## src/hdl/mcm_pkg.sv

```systemverilog
// Package for the monotonic counter monitor.
// Holds widths, status, mode and register codes, the shared config struct
// and the wrap mask function. No dependencies.
`default_nettype none

package mcm_pkg;

    localparam int CNT_W   = 64;
    localparam int TIME_W  = 63;
    localparam int LOW_W   = 32;
    localparam int TOTAL_W = 32;
    localparam int STAT_W  = 2;
    localparam int MODE_W  = 2;
    localparam int IDX_W   = 1;

    localparam logic [STAT_W-1:0] ST_OK        = 2'd0;
    localparam logic [STAT_W-1:0] ST_WRAP_REJ  = 2'd1;
    localparam logic [STAT_W-1:0] ST_RANGE     = 2'd2;
    localparam logic [STAT_W-1:0] ST_BACKWARDS = 2'd3;

    localparam logic [MODE_W-1:0] MODE_DIRECT = 2'd0;
    localparam logic [MODE_W-1:0] MODE_W24    = 2'd1;
    localparam logic [MODE_W-1:0] MODE_W32    = 2'd2;

    localparam logic [IDX_W-1:0] REG_MODE  = 1'b0;
    localparam logic [IDX_W-1:0] REG_START = 1'b1;

    localparam logic [LOW_W-1:0]   MASK24    = 32'h00FF_FFFF;
    localparam logic [LOW_W-1:0]   MASK32    = 32'hFFFF_FFFF;
    localparam logic [TOTAL_W-1:0] TOTAL_MAX = 32'hFFFF_FFFF;

    typedef struct packed {
        logic [MODE_W-1:0] mode;
        logic [CNT_W-1:0]  start;
    } t_cfg;

    function automatic logic [LOW_W-1:0] f_mode_mask(input logic [MODE_W-1:0] mode);
        logic [LOW_W-1:0] m;
        m = (mode == MODE_W24) ? MASK24 : MASK32;
        return m;
    endfunction

endpackage

`default_nettype wire

```

## src/hdl/mcm_extend.sv

```systemverilog
// Wrap extension stage: turns a raw reading into a 64-bit count.
// Depends on mcm_pkg; keeps the extended count and the last low reading.
`default_nettype none

module mcm_extend
    import mcm_pkg::*;
(
    input  wire logic             i_clk,
    input  wire logic             i_rst_n,
    input  wire logic             i_seed,
    input  wire t_cfg             i_cfg_next,
    input  wire t_cfg             i_cfg,
    input  wire logic             i_vld,
    input  wire logic [CNT_W-1:0] i_raw,
    output logic                  o_rdy,
    output logic                  o_vld,
    input  wire logic             i_rdy_dn,
    output logic                  o_rej,
    output logic [CNT_W-1:0]      o_ext
);

    logic             r_vld;
    logic             r_rej;
    logic [CNT_W-1:0] r_ext_out;
    logic [CNT_W-1:0] r_ext;
    logic [LOW_W-1:0] r_last;

    logic             load;
    logic             wrap_mode;
    logic             wrap_ok;
    logic             n_rej;
    logic [CNT_W-1:0] n_ext;
    logic [LOW_W-1:0] mask;
    logic [LOW_W-1:0] cur;
    logic [LOW_W-1:0] step;
    logic [CNT_W:0]   sum;

    assign o_rdy = !r_vld || i_rdy_dn;
    assign load  = i_vld && o_rdy;

    always_comb begin
        mask      = f_mode_mask(i_cfg.mode);
        cur       = i_raw[LOW_W-1:0] & mask;
        step      = (cur - (r_last & mask)) & mask;
        sum       = {1'b0, r_ext} + {{(CNT_W+1-LOW_W){1'b0}}, step};
        wrap_ok   = (step <= (mask >> 1)) && !sum[CNT_W];
        wrap_mode = 1'b0;
        unique case (i_cfg.mode)
            MODE_DIRECT: begin
                n_rej = 1'b0;
                n_ext = i_raw;
            end
            MODE_W24, MODE_W32: begin
                wrap_mode = 1'b1;
                n_rej     = !wrap_ok;
                n_ext     = sum[CNT_W-1:0];
            end
            default: begin
                n_rej = 1'b1;
                n_ext = '0;
            end
        endcase
    end

    always_ff @(posedge i_clk) begin
        if (!i_rst_n) begin
            r_vld  <= 1'b0;
            r_ext  <= '0;
            r_last <= '0;
        end else begin
            if (o_rdy) begin
                r_vld <= i_vld;
            end
            if (i_seed) begin
                r_ext  <= i_cfg_next.start;
                r_last <= i_cfg_next.start[LOW_W-1:0] & f_mode_mask(i_cfg_next.mode);
            end else if (load && wrap_mode && wrap_ok) begin
                r_ext  <= sum[CNT_W-1:0];
                r_last <= cur;
            end
        end
    end

    always_ff @(posedge i_clk) begin
        if (load) begin
            r_rej     <= n_rej;
            r_ext_out <= n_ext;
        end
    end

    assign o_vld = r_vld;
    assign o_rej = r_rej;
    assign o_ext = r_ext_out;

endmodule

`default_nettype wire

```

## src/hdl/mcm_normalize.sv

```systemverilog
// Normalize stage: takes the count relative to the start count and range checks it.
// Depends on mcm_pkg; holds no state beyond its output register.
`default_nettype none

module mcm_normalize
    import mcm_pkg::*;
(
    input  wire logic              i_clk,
    input  wire logic              i_rst_n,
    input  wire t_cfg              i_cfg,
    input  wire logic              i_vld,
    input  wire logic              i_rej,
    input  wire logic [CNT_W-1:0]  i_ext,
    output logic                   o_rdy,
    output logic                   o_vld,
    input  wire logic              i_rdy_dn,
    output logic [STAT_W-1:0]      o_status,
    output logic [TIME_W-1:0]      o_cand,
    output logic [CNT_W-1:0]       o_ext
);

    logic              r_vld;
    logic [STAT_W-1:0] r_status;
    logic [TIME_W-1:0] r_cand;
    logic [CNT_W-1:0]  r_ext;

    logic              load;
    logic [CNT_W:0]    diff;
    logic [STAT_W-1:0] n_status;

    assign o_rdy = !r_vld || i_rdy_dn;
    assign load  = i_vld && o_rdy;

    always_comb begin
        diff = {1'b0, i_ext} - {1'b0, i_cfg.start};
        priority if (i_rej) begin
            n_status = ST_WRAP_REJ;
        end else if (diff[CNT_W] || diff[CNT_W-1]) begin
            n_status = ST_RANGE;
        end else begin
            n_status = ST_OK;
        end
    end

    always_ff @(posedge i_clk) begin
        if (!i_rst_n) begin
            r_vld <= 1'b0;
        end else if (o_rdy) begin
            r_vld <= i_vld;
        end
    end

    always_ff @(posedge i_clk) begin
        if (load) begin
            r_status <= n_status;
            r_cand   <= diff[TIME_W-1:0];
            r_ext    <= i_rej ? '0 : i_ext;
        end
    end

    assign o_vld    = r_vld;
    assign o_status = r_status;
    assign o_cand   = r_cand;
    assign o_ext    = r_ext;

endmodule

`default_nettype wire

```

## src/hdl/mcm_stats.sv

```systemverilog
// Statistics stage: monotonic check, step statistics, saturating totals.
// Depends on mcm_pkg; drives the result register.
`default_nettype none

module mcm_stats
    import mcm_pkg::*;
(
    input  wire logic               i_clk,
    input  wire logic               i_rst_n,
    input  wire logic               i_vld,
    input  wire logic [STAT_W-1:0]  i_status,
    input  wire logic [TIME_W-1:0]  i_cand,
    input  wire logic [CNT_W-1:0]   i_ext,
    output logic                    o_rdy,
    output logic                    o_vld,
    input  wire logic               i_rdy_dn,
    output logic [STAT_W-1:0]       o_status,
    output logic [TIME_W-1:0]       o_norm,
    output logic [CNT_W-1:0]        o_ext,
    output logic [TOTAL_W-1:0]      o_sample_total,
    output logic [TIME_W-1:0]       o_first,
    output logic [TIME_W-1:0]       o_min,
    output logic [TIME_W-1:0]       o_max,
    output logic [TOTAL_W-1:0]      o_regr_total
);

    logic               r_vld;
    logic [TIME_W-1:0]  r_prev;
    logic [TOTAL_W-1:0] r_acc;
    logic [TIME_W-1:0]  r_first;
    logic [TIME_W-1:0]  r_min;
    logic [TIME_W-1:0]  r_max;
    logic [TOTAL_W-1:0] r_regr;

    logic [STAT_W-1:0]  r_out_status;
    logic [TIME_W-1:0]  r_out_norm;
    logic [CNT_W-1:0]   r_out_ext;
    logic [TOTAL_W-1:0] r_out_acc;
    logic [TIME_W-1:0]  r_out_first;
    logic [TIME_W-1:0]  r_out_min;
    logic [TIME_W-1:0]  r_out_max;
    logic [TOTAL_W-1:0] r_out_regr;

    logic               load;
    logic [TIME_W-1:0]  d;
    logic [STAT_W-1:0]  n_status;
    logic [TIME_W-1:0]  n_prev;
    logic [TOTAL_W-1:0] n_acc;
    logic [TIME_W-1:0]  n_first;
    logic [TIME_W-1:0]  n_min;
    logic [TIME_W-1:0]  n_max;
    logic [TOTAL_W-1:0] n_regr;
    logic [TIME_W-1:0]  n_norm;

    assign o_rdy = !r_vld || i_rdy_dn;
    assign load  = i_vld && o_rdy;

    always_comb begin
        d        = i_cand - r_prev;
        n_status = i_status;
        n_prev   = r_prev;
        n_acc    = r_acc;
        n_first  = r_first;
        n_min    = r_min;
        n_max    = r_max;
        n_regr   = r_regr;
        n_norm   = '0;
        if (i_status == ST_OK) begin
            if (r_acc != '0) begin
                if (i_cand < r_prev) begin
                    n_status = ST_BACKWARDS;
                end else begin
                    if (r_acc == TOTAL_W'(1) || d < r_min) begin
                        n_min = d;
                    end
                    if (d > r_max) begin
                        n_max = d;
                    end
                end
            end else begin
                n_first = i_cand;
                n_min   = '0;
                n_max   = '0;
            end
        end
        if (n_status == ST_OK) begin
            n_prev = i_cand;
            n_norm = i_cand;
            if (r_acc != TOTAL_MAX) begin
                n_acc = r_acc + TOTAL_W'(1);
            end
        end else if (r_regr != TOTAL_MAX) begin
            n_regr = r_regr + TOTAL_W'(1);
        end
    end

    always_ff @(posedge i_clk) begin
        if (!i_rst_n) begin
            r_vld   <= 1'b0;
            r_prev  <= '0;
            r_acc   <= '0;
            r_first <= '0;
            r_min   <= '0;
            r_max   <= '0;
            r_regr  <= '0;
        end else begin
            if (o_rdy) begin
                r_vld <= i_vld;
            end
            if (load) begin
                r_prev  <= n_prev;
                r_acc   <= n_acc;
                r_first <= n_first;
                r_min   <= n_min;
                r_max   <= n_max;
                r_regr  <= n_regr;
            end
        end
    end

    always_ff @(posedge i_clk) begin
        if (load) begin
            r_out_status <= n_status;
            r_out_norm   <= n_norm;
            r_out_ext    <= i_ext;
            r_out_acc    <= n_acc;
            r_out_first  <= n_first;
            r_out_min    <= n_min;
            r_out_max    <= n_max;
            r_out_regr   <= n_regr;
        end
    end

    assign o_vld          = r_vld;
    assign o_status       = r_out_status;
    assign o_norm         = r_out_norm;
    assign o_ext          = r_out_ext;
    assign o_sample_total = r_out_acc;
    assign o_first        = r_out_first;
    assign o_min          = r_out_min;
    assign o_max          = r_out_max;
    assign o_regr_total   = r_out_regr;

endmodule

`default_nettype wire

```

## src/hdl/monotonic_counter_monitor.sv

```systemverilog
// Top level of the monotonic counter monitor: config registers and three stages.
// Depends on mcm_pkg, mcm_extend, mcm_normalize and mcm_stats.
//
//  channel  | signals                               | direction
//  ---------+---------------------------------------+----------
//  input    | i_in_valid / o_in_ready, raw reading  | in
//  result   | o_out_valid / i_out_ready, 8 fields   | out
//  config   | i_cfg_we, i_cfg_idx, i_cfg_data       | in
//
// One word is accepted per cycle while the result side is not stalled; a result passes the extend,
// normalize and stats output registers in turn. The rate is set by the state loops in the extend and stats stages.
// Each stage holds its word while the stage after it is full and stalled.
// Synchronous active-low reset clears all valid bits, the config, extend state and statistics, not the output data.
`default_nettype none

module monotonic_counter_monitor
    import mcm_pkg::*;
(
    input  wire logic               i_clk,
    input  wire logic               i_rst_n,
    input  wire logic               i_cfg_we,
    input  wire logic [IDX_W-1:0]   i_cfg_idx,
    input  wire logic [CNT_W-1:0]   i_cfg_data,
    input  wire logic               i_in_valid,
    output logic                    o_in_ready,
    input  wire logic [CNT_W-1:0]   i_raw_reading,
    output logic                    o_out_valid,
    input  wire logic               i_out_ready,
    output logic [STAT_W-1:0]       o_status,
    output logic [TIME_W-1:0]       o_normalized_time,
    output logic [CNT_W-1:0]        o_extended_raw,
    output logic [TOTAL_W-1:0]      o_sample_total,
    output logic [TIME_W-1:0]       o_first_time,
    output logic [TIME_W-1:0]       o_min_step,
    output logic [TIME_W-1:0]       o_max_step,
    output logic [TOTAL_W-1:0]      o_regression_total
);

    t_cfg r_cfg;
    t_cfg n_cfg;

    logic              ext_vld;
    logic              ext_rej;
    logic [CNT_W-1:0]  ext_val;
    logic              norm_rdy;
    logic              norm_vld;
    logic [STAT_W-1:0] norm_status;
    logic [TIME_W-1:0] norm_cand;
    logic [CNT_W-1:0]  norm_ext;
    logic              stats_rdy;

    always_comb begin
        n_cfg = r_cfg;
        if (i_cfg_we) begin
            unique case (i_cfg_idx)
                REG_MODE:  n_cfg.mode  = i_cfg_data[MODE_W-1:0];
                REG_START: n_cfg.start = i_cfg_data;
                default:   n_cfg       = r_cfg;
            endcase
        end
    end

    always_ff @(posedge i_clk) begin
        if (!i_rst_n) begin
            r_cfg <= '0;
        end else begin
            r_cfg <= n_cfg;
        end
    end

    mcm_extend u_extend (
        .i_clk      (i_clk),
        .i_rst_n    (i_rst_n),
        .i_seed     (i_cfg_we),
        .i_cfg_next (n_cfg),
        .i_cfg      (r_cfg),
        .i_vld      (i_in_valid),
        .i_raw      (i_raw_reading),
        .o_rdy      (o_in_ready),
        .o_vld      (ext_vld),
        .i_rdy_dn   (norm_rdy),
        .o_rej      (ext_rej),
        .o_ext      (ext_val)
    );

    mcm_normalize u_normalize (
        .i_clk    (i_clk),
        .i_rst_n  (i_rst_n),
        .i_cfg    (r_cfg),
        .i_vld    (ext_vld),
        .i_rej    (ext_rej),
        .i_ext    (ext_val),
        .o_rdy    (norm_rdy),
        .o_vld    (norm_vld),
        .i_rdy_dn (stats_rdy),
        .o_status (norm_status),
        .o_cand   (norm_cand),
        .o_ext    (norm_ext)
    );

    mcm_stats u_stats (
        .i_clk          (i_clk),
        .i_rst_n        (i_rst_n),
        .i_vld          (norm_vld),
        .i_status       (norm_status),
        .i_cand         (norm_cand),
        .i_ext          (norm_ext),
        .o_rdy          (stats_rdy),
        .o_vld          (o_out_valid),
        .i_rdy_dn       (i_out_ready),
        .o_status       (o_status),
        .o_norm         (o_normalized_time),
        .o_ext          (o_extended_raw),
        .o_sample_total (o_sample_total),
        .o_first        (o_first_time),
        .o_min          (o_min_step),
        .o_max          (o_max_step),
        .o_regr_total   (o_regression_total)
    );

endmodule

`default_nettype wire

```

## config.mk

```make
export PLATFORM = sky130hd
export DESIGN_NAME = monotonic_counter_monitor
export DESIGN_NICKNAME = d
export VERILOG_FILES = /design/src/hdl/mcm_pkg.sv /design/src/hdl/mcm_extend.sv /design/src/hdl/mcm_normalize.sv /design/src/hdl/mcm_stats.sv /design/src/hdl/monotonic_counter_monitor.sv
export SDC_FILE = /design/constraint.sdc
export NUM_CORES = 2
export LEC_CHECK = 0
export ABC_AREA = 1
export BUFFER_PORTS_ARGS = -buffer_cell sky130_fd_sc_hd__buf_2
export CAP_MARGIN = 5
export CORE_MARGIN = 3
export CORE_UTILIZATION = 35
export DETAILED_ROUTE_END_ITERATION = 10
export PLACE_DENSITY = 0.56
export SYNTH_ARGS = -nofsm -noshare
export SYNTH_HDL_FRONTEND = slang
export SYNTH_HIERARCHICAL = 1
export SYNTH_SLANG_ARGS = --single-unit
```

## constraint.sdc

```tcl
create_clock -name i_clk -period 16.3 [get_ports i_clk]
set_clock_uncertainty 0.15 [all_clocks]
set_input_delay 4.075 -clock i_clk [delete_from_list [all_inputs] [get_ports i_clk]]
set_output_delay 4.075 -clock i_clk [all_outputs]
set_load 0.01 [all_outputs]
```

==> results.yml <==
power_and_ir_drop:
  vdd_drop_max_mv: 0.0890
  total_power_density_per_cell_area_nw_per_um2: 116
  total_leakage_power_nw: 37.7
setup_path:
  critPathKind: "in -> out"
  path_max_fanout: 3
  worstReg2RegEnd: "u_extend/r_last[4]"
  crit_chain: "buf_2 -> inv_1 -> nand2_1 -> inv_1 -> nand2_1 -> inv_1 -> nand2_1 -> buf_2"
  worst_path_largest_cell_delay_ns: 0.26
  worstRegToRegCells: 28
  timing.critical_path.slowest_stage_cell: "nand2_1"
  setup.reg_to_reg.worst_slack_ns: 9.38
  end_kind: "primary output"
  worst_path_arrival_ns: 5.28
  timing.critical_path.from_type: "input port"
  required_ns: 12.08
  regToRegStartpoint: "r_cfg[64]"
sta:
  worstMarginPinSlew_ns: 1.22
  maxSlewHeadroom: 0.187
  report.final.setup_viol: 0
  post-route-period-util: 0.583
  max_clock_freq_ghz: 0.105
  slew_violations: 0
  clock_period_minus_worst_slack_ns: 9.50
  final-hold-violation-count: 0
  setup_repair_after_global_routing_missed_its_margin: "false"
  final.setup.tns_ns: 0
clock_network:
  cts_setup_buffers: 0
  tritoncts_clock_tree: "yes"
  root_buffer: "clkbuf_16"
  cts.clk_slew.worst_paths_ns: 0.06
  clk_latency_ns: 0.80
  cts-buffers-inserted: 121
  hold_buffers: 0
  htree_levels: 3
  tritoncts_num_sinks: 1057
  clock_tree.buffer_depth: 3
  cts_resized: 0
status:
  run_status: "complete, no violations"
yosys:
  syn_area_sq_um: 67300
  syn_nets: 10200
  postSynth.asyncResetShare: 0
  postSynthAreaPerCell_sq_um: 6.94
  synth_simple_gate_area_frac: 0.305
  sequential_element_share_of_the_synthesized_area: 0.400
  post_synthesis_xor_xnor_area_fraction: 0.0224
  synth_mux_area_frac: 0.000297
  largest_family_of_logic_cells_by_synthesized_area: "simple AND/OR/NAND/NOR gates"
  synth_fa_ha_area_frac: 0.0612
  yosys_register_bits: 1057
  yosysWarnings: 6
  synth_edf_count: 576
  synth_cell_types: 59
  synth_compound_area_frac: 0.0875
  yosys_most_used_dff: "edfxtp_1"
  synth_cells: 9703
placement:
  gp_congestion: 0.983
  placedInstanceArea_sq_um: 71900
  detailed_place_hpwl_um: 188000
  port-buffer-count: 517
grt:
  grt_overflow: 0
  number_of_global_route_vias_before_repair: 59300
  first_pass_grt_wire_length_um: 359000
  antenna_found_initial: 6
  global_routing_usage_summed_across_all_routing_layers: 0.237
  pin_count_of_the_biggest_net_entering_global_routing: 155
detailed_routing:
  detail_route.wirelength_um: 242000
  antenna_left: 0
  drc_errors: 0
  vias_per_cell: 4.91
  num_vias: 62400
  drt_pass1_iterations: 6
  routed_wire_length_per_instance_um: 19.0
  dr.first_iter.drc_count: 4964
hold_path:
  hold_removal_path_class: "reg -> reg"
  hold_depth: 0
  hold_path_end: "u_stats/o_ext[4]"
  hp-start: "u_normalize/o_ext[4]"
finish:
  multiInputGateArea_sq_um: 32100
  mostFrequentLayoutCell: "nand2_1"
  drive_gt1_frac: 0.0986
  fillerInstances: 20300
  finalInstanceArea_sq_um: 76000
  layout_common_cells: "nand2_1, inv_1, nor2_1, nand3_1, edfxtp_1"
  final_net_count: 10500
  area_growth_syn_to_layout_pct: 12.9
  regArea_sq_um: 26900
floorplan:
  placement_row_count: 160
  chipWidth_um: 445
  initial_utilization: 0.353
  design.portCount: 518
  placeable_core_region_sq_um: 191000
  design.die.area_sq_um: 198000
  fp.dieH_um: 445
job:
  cap_violations: 0
==> critical path: cells and delay by family <==
kind	cells	cell delay, ns
and+or+nand+nor	3	0.54
buffers and inverters	5	0.65
==> cells in the mapped netlist, types with 22 or more instances <==
library cell / instances / area share
buf_6: 25 / 0.0042
buf_1: 25 / 0.0014
buf_2: 73 / 0.0054
o21bai_1: 32 / 0.0036
a21oi_1: 525 / 0.039
xnor2_1: 35 / 0.0046
nor2_1: 1065 / 0.059
nand3b_1: 49 / 0.0055
nand2_2: 49 / 0.0046
nand2_1: 2885 / 0.16
edfxtp_1: 576 / 0.26
inv_1: 1737 / 0.097
ha_1: 323 / 0.060
nor3_1: 78 / 0.0058
nor4_1: 37 / 0.0034
inv_2: 59 / 0.0033
nand3_2: 24 / 0.0036
a21boi_0: 29 / 0.0032
nor2_2: 31 / 0.0029
clkbuf_1: 172 / 0.0096
o21ai_0: 341 / 0.025
xor2_1: 135 / 0.018
a21o_1: 22 / 0.0025
nand4_1: 76 / 0.0071
dfxtp_1: 481 / 0.14
o21ai_1: 64 / 0.0048
nand3_1: 592 / 0.044
==> area by class of cell <==
| class | instances | area share |
|---|---|---|
| Timing Repair Buffer | 556 | 0.0380 |
| Inverter | 1802 | 0.0893 |
| Clock buffer | 157 | 0.0433 |
| Clock inverter | 75 | 0.0108 |
| Tap cell | 2511 | 0.0413 |
| Multi-Input combinational cell | 6527 | 0.423 |
| Antenna cell | 5 | 0.000165 |
| Sequential cell | 1057 | 0.354 |
==> worst max path at each step <==
stage          slack, ns                     to              from  cells past startpoint
6_report            6.80             o_in_ready       i_out_ready                      8
5_1_grt             6.51     u_extend/r_last[1]  i_raw_reading[6]                     26
4_1_cts             6.76             o_in_ready       i_out_ready                      8
3_5_place_dp        6.28     u_extend/r_last[4]  i_raw_reading[2]                     28
3_3_place_gp        6.41      u_extend/r_ext[0]  i_raw_reading[2]                     28
2_1_floorplan       5.06  u_normalize/o_cand[0]       i_out_ready                      4
==> per-layer routing <==
metal,GRT usage,wire [um]
met3,0.0259,13200
met2,0.406,115000
met4,0.0975,10200
met5,0,0
met1,0.303,103000
==> state kept, by name, summed over array words and instances, names as in the netlist, 64 cells and up <==
name	count
r_cfg	66
u_extend/o_ext	64
u_extend/r_ext	64
u_normalize/o_ext	64
u_stats/o_ext	64
==> per-stage QoR <==
step	hold slack, ns	cells	setup slack, ns	power (mW)	utilization
2_1_floorplan	0.250	9703	5.06	5.09	-
3_3_place_gp	0.256	12500	6.41	5.97	0.377
3_5_place_dp	0.255	12500	6.28	6.00	0.377
4_1_cts	0.268	12700	6.76	8.87	0.399
5_1_grt	0.275	12700	6.51	9.32	0.399
6_report	0.267	12700	6.80	8.79	0.399
==> report_power, final <==
| part | leakage, nW | internal, mW | switching, mW |
|---|---|---|---|
| sequential | 9.42 | 3.04 | 0.132 |
| clock | 1.99 | 1.62 | 1.21 |
| combinational | 26.3 | 0.845 | 1.95 |
==> cells by family after synthesis <==
family | count (synthesis)
buf+inv | 2119
fa+ha+maj | 327
mux | 2
xor+xnor | 171
flops | 1057
compound gates | 1078
simple gates | 4949
Note: power is estimated with default switching activity, not from simulation.
